[src/hdl/sclb_pkg.sv]
// Shared types, codes and scancode tables for the scancode line buffer.
package sclb_pkg;

    localparam int BUFFER_DEPTH_DEF = 1024;
    localparam int CHAR_W           = 7;
    localparam int FILL_W           = 10;
    localparam int ADDR_IN_W        = 10;
    localparam int WIDE_W           = 17;
    localparam int RELEASE_BIT      = 7;

    localparam logic [7:0] SC_PREFIX     = 8'hE0;
    localparam logic [7:0] SC_F12        = 8'h58;
    localparam logic [7:0] SC_LSHIFT     = 8'h2A;
    localparam logic [7:0] SC_RSHIFT     = 8'h36;
    localparam logic [7:0] SC_LSHIFT_REL = 8'hAA;
    localparam logic [7:0] SC_RSHIFT_REL = 8'hB6;

    localparam logic [CHAR_W-1:0] CH_NONE      = 7'h00;
    localparam logic [CHAR_W-1:0] CH_BACKSPACE = 7'h08;

    typedef enum logic [1:0] {
        OP_SCAN    = 2'd0,
        OP_CLEAR   = 2'd1,
        OP_READ    = 2'd2,
        OP_CLR_F12 = 2'd3
    } t_op;

    typedef enum logic [2:0] {
        ACT_IGNORED   = 3'd0,
        ACT_PREFIX    = 3'd1,
        ACT_F12       = 3'd2,
        ACT_SHIFT     = 3'd3,
        ACT_STORED    = 3'd4,
        ACT_BACKSPACE = 3'd5,
        ACT_DROPPED   = 3'd6,
        ACT_OP_DONE   = 3'd7
    } t_action;

    typedef enum logic [2:0] {
        ST_INIT_CLEAR,
        ST_IDLE,
        ST_DECODE,
        ST_UPDATE,
        ST_OP_CLEAR,
        ST_RESULT
    } t_state;

    typedef struct packed {
        t_op                  operation;
        logic [7:0]           scan_byte;
        logic [ADDR_IN_W-1:0] read_address;
    } t_in_item;

    typedef struct packed {
        t_action           action;
        logic [CHAR_W-1:0] char_code;
        logic [FILL_W-1:0] fill_index;
        logic              shift_active;
        logic              f12_request;
        logic [CHAR_W-1:0] read_char;
    } t_out_item;

    typedef struct packed {
        logic capture;
        logic decode;
        logic update;
        logic clear_step;
        logic load_out;
    } t_dp_cmd;

    typedef struct packed {
        t_op  op;
        logic clear_last;
    } t_dp_status;

    function automatic logic [CHAR_W-1:0] plain_char(input logic [6:0] code);
        logic [CHAR_W-1:0] ch;
        case (code)
            7'd2:  ch = 7'h31;
            7'd3:  ch = 7'h32;
            7'd4:  ch = 7'h33;
            7'd5:  ch = 7'h34;
            7'd6:  ch = 7'h35;
            7'd7:  ch = 7'h36;
            7'd8:  ch = 7'h37;
            7'd9:  ch = 7'h38;
            7'd10: ch = 7'h39;
            7'd11: ch = 7'h30;
            7'd12: ch = 7'h2D;
            7'd13: ch = 7'h3D;
            7'd14: ch = 7'h08;
            7'd15: ch = 7'h09;
            7'd16: ch = 7'h71;
            7'd17: ch = 7'h77;
            7'd18: ch = 7'h65;
            7'd19: ch = 7'h72;
            7'd20: ch = 7'h74;
            7'd21: ch = 7'h79;
            7'd22: ch = 7'h75;
            7'd23: ch = 7'h69;
            7'd24: ch = 7'h6F;
            7'd25: ch = 7'h70;
            7'd26: ch = 7'h5B;
            7'd27: ch = 7'h5D;
            7'd28: ch = 7'h0A;
            7'd30: ch = 7'h61;
            7'd31: ch = 7'h73;
            7'd32: ch = 7'h64;
            7'd33: ch = 7'h66;
            7'd34: ch = 7'h67;
            7'd35: ch = 7'h68;
            7'd36: ch = 7'h6A;
            7'd37: ch = 7'h6B;
            7'd38: ch = 7'h6C;
            7'd39: ch = 7'h3B;
            7'd40: ch = 7'h27;
            7'd41: ch = 7'h60;
            7'd43: ch = 7'h5C;
            7'd44: ch = 7'h7A;
            7'd45: ch = 7'h78;
            7'd46: ch = 7'h63;
            7'd47: ch = 7'h76;
            7'd48: ch = 7'h62;
            7'd49: ch = 7'h6E;
            7'd50: ch = 7'h6D;
            7'd51: ch = 7'h2C;
            7'd52: ch = 7'h2E;
            7'd53: ch = 7'h2F;
            7'd55: ch = 7'h2A;
            7'd57: ch = 7'h20;
            7'd71: ch = 7'h37;
            7'd72: ch = 7'h38;
            7'd73: ch = 7'h39;
            7'd74: ch = 7'h2D;
            7'd75: ch = 7'h34;
            7'd76: ch = 7'h35;
            7'd77: ch = 7'h36;
            7'd78: ch = 7'h2B;
            7'd79: ch = 7'h31;
            7'd80: ch = 7'h32;
            7'd81: ch = 7'h33;
            7'd82: ch = 7'h30;
            7'd83: ch = 7'h2E;
            default: ch = CH_NONE;
        endcase
        return ch;
    endfunction

    function automatic logic [CHAR_W-1:0] shift_char(input logic [6:0] code);
        logic [CHAR_W-1:0] ch;
        case (code)
            7'd2:  ch = 7'h21;
            7'd3:  ch = 7'h40;
            7'd4:  ch = 7'h23;
            7'd5:  ch = 7'h24;
            7'd6:  ch = 7'h25;
            7'd7:  ch = 7'h5E;
            7'd8:  ch = 7'h26;
            7'd9:  ch = 7'h2A;
            7'd10: ch = 7'h28;
            7'd11: ch = 7'h29;
            7'd12: ch = 7'h5F;
            7'd13: ch = 7'h2B;
            7'd16: ch = 7'h51;
            7'd17: ch = 7'h57;
            7'd18: ch = 7'h45;
            7'd19: ch = 7'h52;
            7'd20: ch = 7'h54;
            7'd21: ch = 7'h59;
            7'd22: ch = 7'h55;
            7'd23: ch = 7'h49;
            7'd24: ch = 7'h4F;
            7'd25: ch = 7'h50;
            7'd26: ch = 7'h7B;
            7'd27: ch = 7'h7D;
            7'd30: ch = 7'h41;
            7'd31: ch = 7'h53;
            7'd32: ch = 7'h44;
            7'd33: ch = 7'h46;
            7'd34: ch = 7'h47;
            7'd35: ch = 7'h48;
            7'd36: ch = 7'h4A;
            7'd37: ch = 7'h4B;
            7'd38: ch = 7'h4C;
            7'd39: ch = 7'h3A;
            7'd40: ch = 7'h22;
            7'd41: ch = 7'h7E;
            7'd43: ch = 7'h7C;
            7'd44: ch = 7'h5A;
            7'd45: ch = 7'h58;
            7'd46: ch = 7'h43;
            7'd47: ch = 7'h56;
            7'd48: ch = 7'h42;
            7'd49: ch = 7'h4E;
            7'd50: ch = 7'h4D;
            7'd51: ch = 7'h3C;
            7'd52: ch = 7'h3E;
            7'd53: ch = 7'h3F;
            default: ch = plain_char(code);
        endcase
        return ch;
    endfunction

endpackage

[src/hdl/sclb_ctrl.sv]
// Controller state machine of the scancode line buffer.
module sclb_ctrl (
    input  logic                  i_clk,
    input  logic                  i_rst_n,
    input  logic                  i_in_valid,
    output logic                  o_in_ready,
    output logic                  o_out_valid,
    input  logic                  i_out_ready,
    input  sclb_pkg::t_dp_status  i_status,
    output sclb_pkg::t_dp_cmd     o_cmd
);
    import sclb_pkg::*;

    t_state r_state, n_state;
    logic   r_out_valid, n_out_valid;

    always_ff @(posedge i_clk) begin
        if (!i_rst_n) begin
            r_state     <= ST_INIT_CLEAR;
            r_out_valid <= 1'b0;
        end else begin
            r_state     <= n_state;
            r_out_valid <= n_out_valid;
        end
    end

    always_comb begin
        n_state    = r_state;
        o_cmd      = '0;
        o_in_ready = 1'b0;
        unique case (r_state)
            ST_INIT_CLEAR: begin
                o_cmd.clear_step = 1'b1;
                if (i_status.clear_last) begin
                    n_state = ST_IDLE;
                end
            end
            ST_IDLE: begin
                o_in_ready = 1'b1;
                if (i_in_valid) begin
                    o_cmd.capture = 1'b1;
                    n_state       = ST_DECODE;
                end
            end
            ST_DECODE: begin
                o_cmd.decode = 1'b1;
                n_state      = (i_status.op == OP_CLEAR) ? ST_OP_CLEAR : ST_UPDATE;
            end
            ST_UPDATE: begin
                o_cmd.update = 1'b1;
                n_state      = ST_RESULT;
            end
            ST_OP_CLEAR: begin
                o_cmd.clear_step = 1'b1;
                if (i_status.clear_last) begin
                    n_state = ST_RESULT;
                end
            end
            ST_RESULT: begin
                if (!r_out_valid || i_out_ready) begin
                    o_cmd.load_out = 1'b1;
                    n_state        = ST_IDLE;
                end
            end
            default: begin
                n_state = ST_IDLE;
            end
        endcase
        if (o_cmd.load_out) begin
            n_out_valid = 1'b1;
        end else if (i_out_ready) begin
            n_out_valid = 1'b0;
        end else begin
            n_out_valid = r_out_valid;
        end
    end

    assign o_out_valid = r_out_valid;

`ifndef SYNTHESIS
    a_accept_to_decode: assert property (@(posedge i_clk) disable iff (!i_rst_n)
        (i_in_valid && o_in_ready) |=> r_state == ST_DECODE)
        else $error("accepted transaction did not enter decode");

    a_no_overwrite: assert property (@(posedge i_clk) disable iff (!i_rst_n)
        o_cmd.load_out |-> (!r_out_valid || i_out_ready))
        else $error("output register overwritten before transaction completed");

    a_clear_then_result: assert property (@(posedge i_clk) disable iff (!i_rst_n)
        (r_state == ST_OP_CLEAR && i_status.clear_last) |=> r_state == ST_RESULT)
        else $error("buffer clear did not report a result");
`endif

endmodule

[config.mk]
export PLATFORM = sky130hd
export DESIGN_NAME = sclb_ctrl
export DESIGN_NICKNAME = d
export VERILOG_FILES = /design/src/hdl/sclb_pkg.sv /design/src/hdl/sclb_ctrl.sv
export SDC_FILE = /design/constraint.sdc
export NUM_CORES = 1
export LEC_CHECK = 0
export ABC_AREA = 1
export BUFFER_PORTS_ARGS = -buffer_cell sky130_fd_sc_hd__buf_2
export CAP_MARGIN = 5
export CORE_AREA = 2 2 39 41
export CTS_BUF_LIST = sky130_fd_sc_hd__clkbuf_8
export DETAILED_ROUTE_END_ITERATION = 6
export DIE_AREA = 0 0 41 43
export HOLD_SLACK_MARGIN = 0.03
export SLEW_MARGIN = 40
export SYNTH_ARGS = -nofsm -noshare
export SYNTH_HDL_FRONTEND = slang
export SYNTH_SLANG_ARGS = --single-unit
[constraint.sdc]
create_clock -name i_clk -period 1 [get_ports i_clk]
set_clock_uncertainty 0.05 [all_clocks]
set_input_delay 0 -clock i_clk [delete_from_list [all_inputs] [get_ports i_clk]]
set_output_delay 0 -clock i_clk [all_outputs]
set_load 0.03 [all_outputs]
# Word-level counts from Yosys, hierarchy flattened
# Cells that the tools add are included.
[totals]
elab_cells = 34
input_bits = 7
out_inout_bits = 7
ff_bits = 4
[classes]
reduce_logical = 6
n_eq_ne = 10
muxes = 16
[op_table]
columns = ["op", "n"]
rows = [
  ["$pmux 3 s6", 1],
  ["$mux 3", 5],
  ["$mux 1", 10],
  ["$ne 2x2->1 const B", 4],
  ["$eq 3x2->1 const B", 2],
  ["$eq 3x3->1 const B", 2],
  ["$reduce_and 4->1", 1],
  ["$eq 3x1->1 const B", 1],
  ["$logic_not 3->1", 1],
  ["$eq 2x1->1 const B", 1],
  ["$reduce_bool 2->1", 1],
  ["$reduce_or 2->1", 1],
  ["$logic_not 1->1", 1],
  ["$logic_or 1x1->1", 1],
]

# Depth between registers and ports, before layout
[logic_depth]
word_depth = 5
ltp_mapped = 7
mapped_depth_nobuf = 7

# Worst setup path before layout
# OpenSTA, ideal clock, no wires.
[synth_timing]
path_kind = "reg-to-reg"
from = "reg r_state[1]"
to = "reg r_state[2]"
setup_time_ns = 0.112
path_stages_with_launch = 7
slack_ns = -0.244
n_path_buf = 0
required_time_ns = 0.838
t_arrival_ns = 1.082
synth_period_minus_slack_ns = 1.244
cell_sequence = "dfxtp_1 nor2_2 nand2_1 nand2_1 nand2_1 nand2_1 nor2_1"
[synth_via]
elab_chain_len = 3
elab_cells_between_ends = 12
cone_classes = "9 x eq/ne; 1 x mux; 2 x reduce/logical"
[synth_lines]
columns = ["element", "line", "text"]
rows = [
  ["start: declaration", "sclb_ctrl.sv:14", "t_state r_state, n_state;"],
  ["start signal: assignment", "sclb_ctrl.sv:22", "r_state <= n_state;"],
  ["$eq 3x3->1 (tied with other cells)", "sclb_ctrl.sv:31", "unique case (r_state)"],
  ["$ne 2x2->1 (no source line)", "n/a", ""],
  ["$reduce_and 4->1 (no source line)", "n/a", ""],
]
# Parallel ways exist; a longest one is shown, timed or not.
# A chain may end at the register's enable or synchronous reset.

==> impl_metrics.csv <==
group,metric,value,unit
die,num_rows,14,
placed_design,pre_cts_ws,-0.0743,ns
synthesis,yosysSeqAreaShare,26.3,%
setup_path,cp-startpoint,"r_state[1]$_SDFFE_PN0P_",
setup_path,cp-endpoint,"o_cmd[0]",
clock_tree,tritoncts,"yes",
outcome,violations,"negative setup slack",
timing,worst_slack,-0.0898,ns
drt,dr.pass1.iters,2,
synthesis,synth_compound_area_share,2.47,%
synthesis,yosysWarnings,0,
outcome,status,"complete, but fails checks",
synthesis,ys_ff_latch,4,
clock_tree,h-tree-depth,1,
timing,finalMaxSlewViolations,0,
timing,timing.final.crit_share,109,%
die,core_region_area,1380,µm²
drt,route.vias.total,370,
clock_tree,clk_pin_slew,0.03,ns
timing,rsz0062_at_grt,"true",
worst_hold_path,hold_path.class,"primary input to flip-flop",
timing,fin_crit,1.09,ns
setup_path,crit_required,0.95,ns
grt,grt_usage,10.1,%
synthesis,syn-num-nets,61,
drt,vias_per_cell,4.20,
setup_path,crit_type,"flip-flop to output pin",
setup_path,start_kind,"flip-flop",
setup_path,worstReg2RegStart,"r_state[1]$_SDFFE_PN0P_",
placed_design,place_congestion,0.720,
timing,setup_viol,5,
finish,area_delta_synth_final,77.0,%
die,dieArea,1760,µm²
die,die_h,43,µm
finish,seq_area,90.1,µm²
clock_tree,clk_latency,0.22,ns
power_and_ir_drop,ir_drop,660,µV
finish,final_cell_mix,"nand2_1 (12), nor2_1 (8), inv_1 (7), buf_2 (7), buf_6 (6)",
drt,drc,0,
clock_tree,cts_buffer_depth,2,
setup_path,rr_endpoint,"r_state[2]$_SDFFE_PN0P_",
clock_tree,cts_num_sinks,4,
setup_path,worstPathArrival,1.04,ns
finish,final_layout_size_suffix_gt1_share,54.2,%
synthesis,synthMuxAreaShare,0,%
synthesis,synth_top_family_by_area,"simple AND/OR/NAND/NOR gates",
drt,wl_per_cell,8.53,µm
die,ios,14,
job,drv_cap,0,
grt,grt_pass1_vias,302,
power_and_ir_drop,powerDensity,1850,nW/µm²
power_and_ir_drop,leakagePower,0.292,nW
die,fp.dieW,41,µm
grt,grt_pass1_wl,1.12,mm
die,start_util,22.0,%
placed_design,place_hpwl,582,µm
finish,fillers,146,
placed_design,dp.cells,84,
setup_path,reg2regPathDepth,7,
finish,multi_input_area,206,µm²
finish,final_common_cell,"nand2_1",
timing,worstMarginPinSlew,0.264,ns
synthesis,synth_simple_gate_area_share,53.9,%
setup_path,path_max_fanout,6,
drt,drt_iter0_drc,1,
synthesis,synth.distinct_cells,13,
setup_path,rrSetupSlack,-0.03,ns
grt,grt_max_degree,8,
grt,antenna_found_initial,0,
drt,antenna_left,0,
setup_path,worst_setup_path_end_kind,"output pin",
timing,hold_viol_final,0,
synthesis,synth_area,304,µm²
finish,fin_cells,88,
clock_tree,cts_root_buf,"clkbuf_8",
synthesis,syn_avg_cell_area,5.63,µm²
synthesis,synthCells,54,
timing,fmax,0.918,GHz
synthesis,synth_xor_area_share,0,%
drt,wl,751,µm
finish,nets,81,
finish,antenna_cells,0,
grt,grt.overflow.total,0,
synthesis,synth_fa_ha_area_share,0,%
timing,maxSlewHeadroom,82.3,%
placed_design,io_buffer_count,13,
clock_tree,cts_inserted_buffers,3,
-- kinds of logic after synthesis --
| logic type | Yosys count |
|---|---|
| and+or+nand+nor | 36 |
| AOI/OAI and AO/OA | 1 |
| buffers and inverters | 13 |
| DFF | 4 |
-- sequential cells by signal (all words and copies together), names as in the netlist --
register and count:
r_state 3, o_out_valid 1
-- per-stage QoR --
step	cell area [µm²]	util [%]	hold slack (ns)	power (W)	TNS (ns)
detailed placement	410	29.7	0.214	0.000561	-0.116
global placement	410	29.7	0.213	0.000560	-0.0829
global route	538	38.9	0.0987	0.00106	-0.603
CTS	519	37.5	0.0754	0.000972	-0.314
floorplan	318	-	0.0675	0.000473	-0.0722
finish	538	38.9	0.0770	0.000994	-0.260
-- where the power goes --
part / total, W / internal (W) / switching (W) / leakage, nW
Sequential: 0.000233 / 0.000190 / 0.0000432 / 0.0350
Clock: 0.000336 / 0.000256 / 0.0000797 / 0.0216
Combinational: 0.000425 / 0.000176 / 0.000249 / 0.236
Total: 0.000994 / 0.000622 / 0.000372 / 0.292
-- worst max-delay path: stages (launching register included) --
cell and delay [ns]:
dfxtp_4 0.36, inv_4 0.08, nand2_4 0.05, nor3_2 0.15, buf_4 0.18
-- layer usage --
| metal | part of all wire, % | vias up | GRT usage [%] |
|---|---|---|---|
| met5 | 0 | - | 0 |
| met4 | 3.5 | 0 | 10.0 |
| met3 | 5.7 | 3 | 3.14 |
| met2 | 53 | 13 | 16.6 |
| met1 | 38 | 156 | 8.65 |
| li1 | - | 198 | - |
-- worst min path at each step --
stage	from	endpoint	slack (ns)	cells after the start
finish	i_status[0]	r_state[0]$_SDFFE_PN0P_	0.08	5
global route	i_status[0]	r_state[0]$_SDFFE_PN0P_	0.1	5
CTS	i_status[0]	r_state[0]$_SDFFE_PN0P_	0.08	5
detailed placement	i_rst_n	o_out_valid$_SDFFE_PN0P_	0.21	2
global placement	i_rst_n	o_out_valid$_SDFFE_PN0P_	0.21	2
floorplan	i_rst_n	o_out_valid$_SDFFE_PN0P_	0.07	1
-- cells in the mapped netlist (all sizes together) --
master / count / area [µm²]
nor3: 2 / 15.0
buf: 1 / 7.51
dfxtp: 4 / 80.1
inv: 12 / 45.1
nor2: 11 / 46.3
nand2: 16 / 62.6
nand3: 7 / 40.0
o21a: 1 / 7.51
-- timing repair --
action	in CTS	in global routing
setup buffers	0	0
gates resized for setup	21	6
hold endpoints to repair	4	0
setup endpoints to repair	7	9
pin swaps	2	2
cloned	0	0
hold buffers	1	0
-- cell type report --
cell class	instances	area share, %
multi-input combinational	37	38.4
timing repair buffer	16	23.7
sequential	4	16.7
inverter	12	9.77
clock buffer	3	7.67
tap	16	3.72
(Power assumes the default switching activity.)
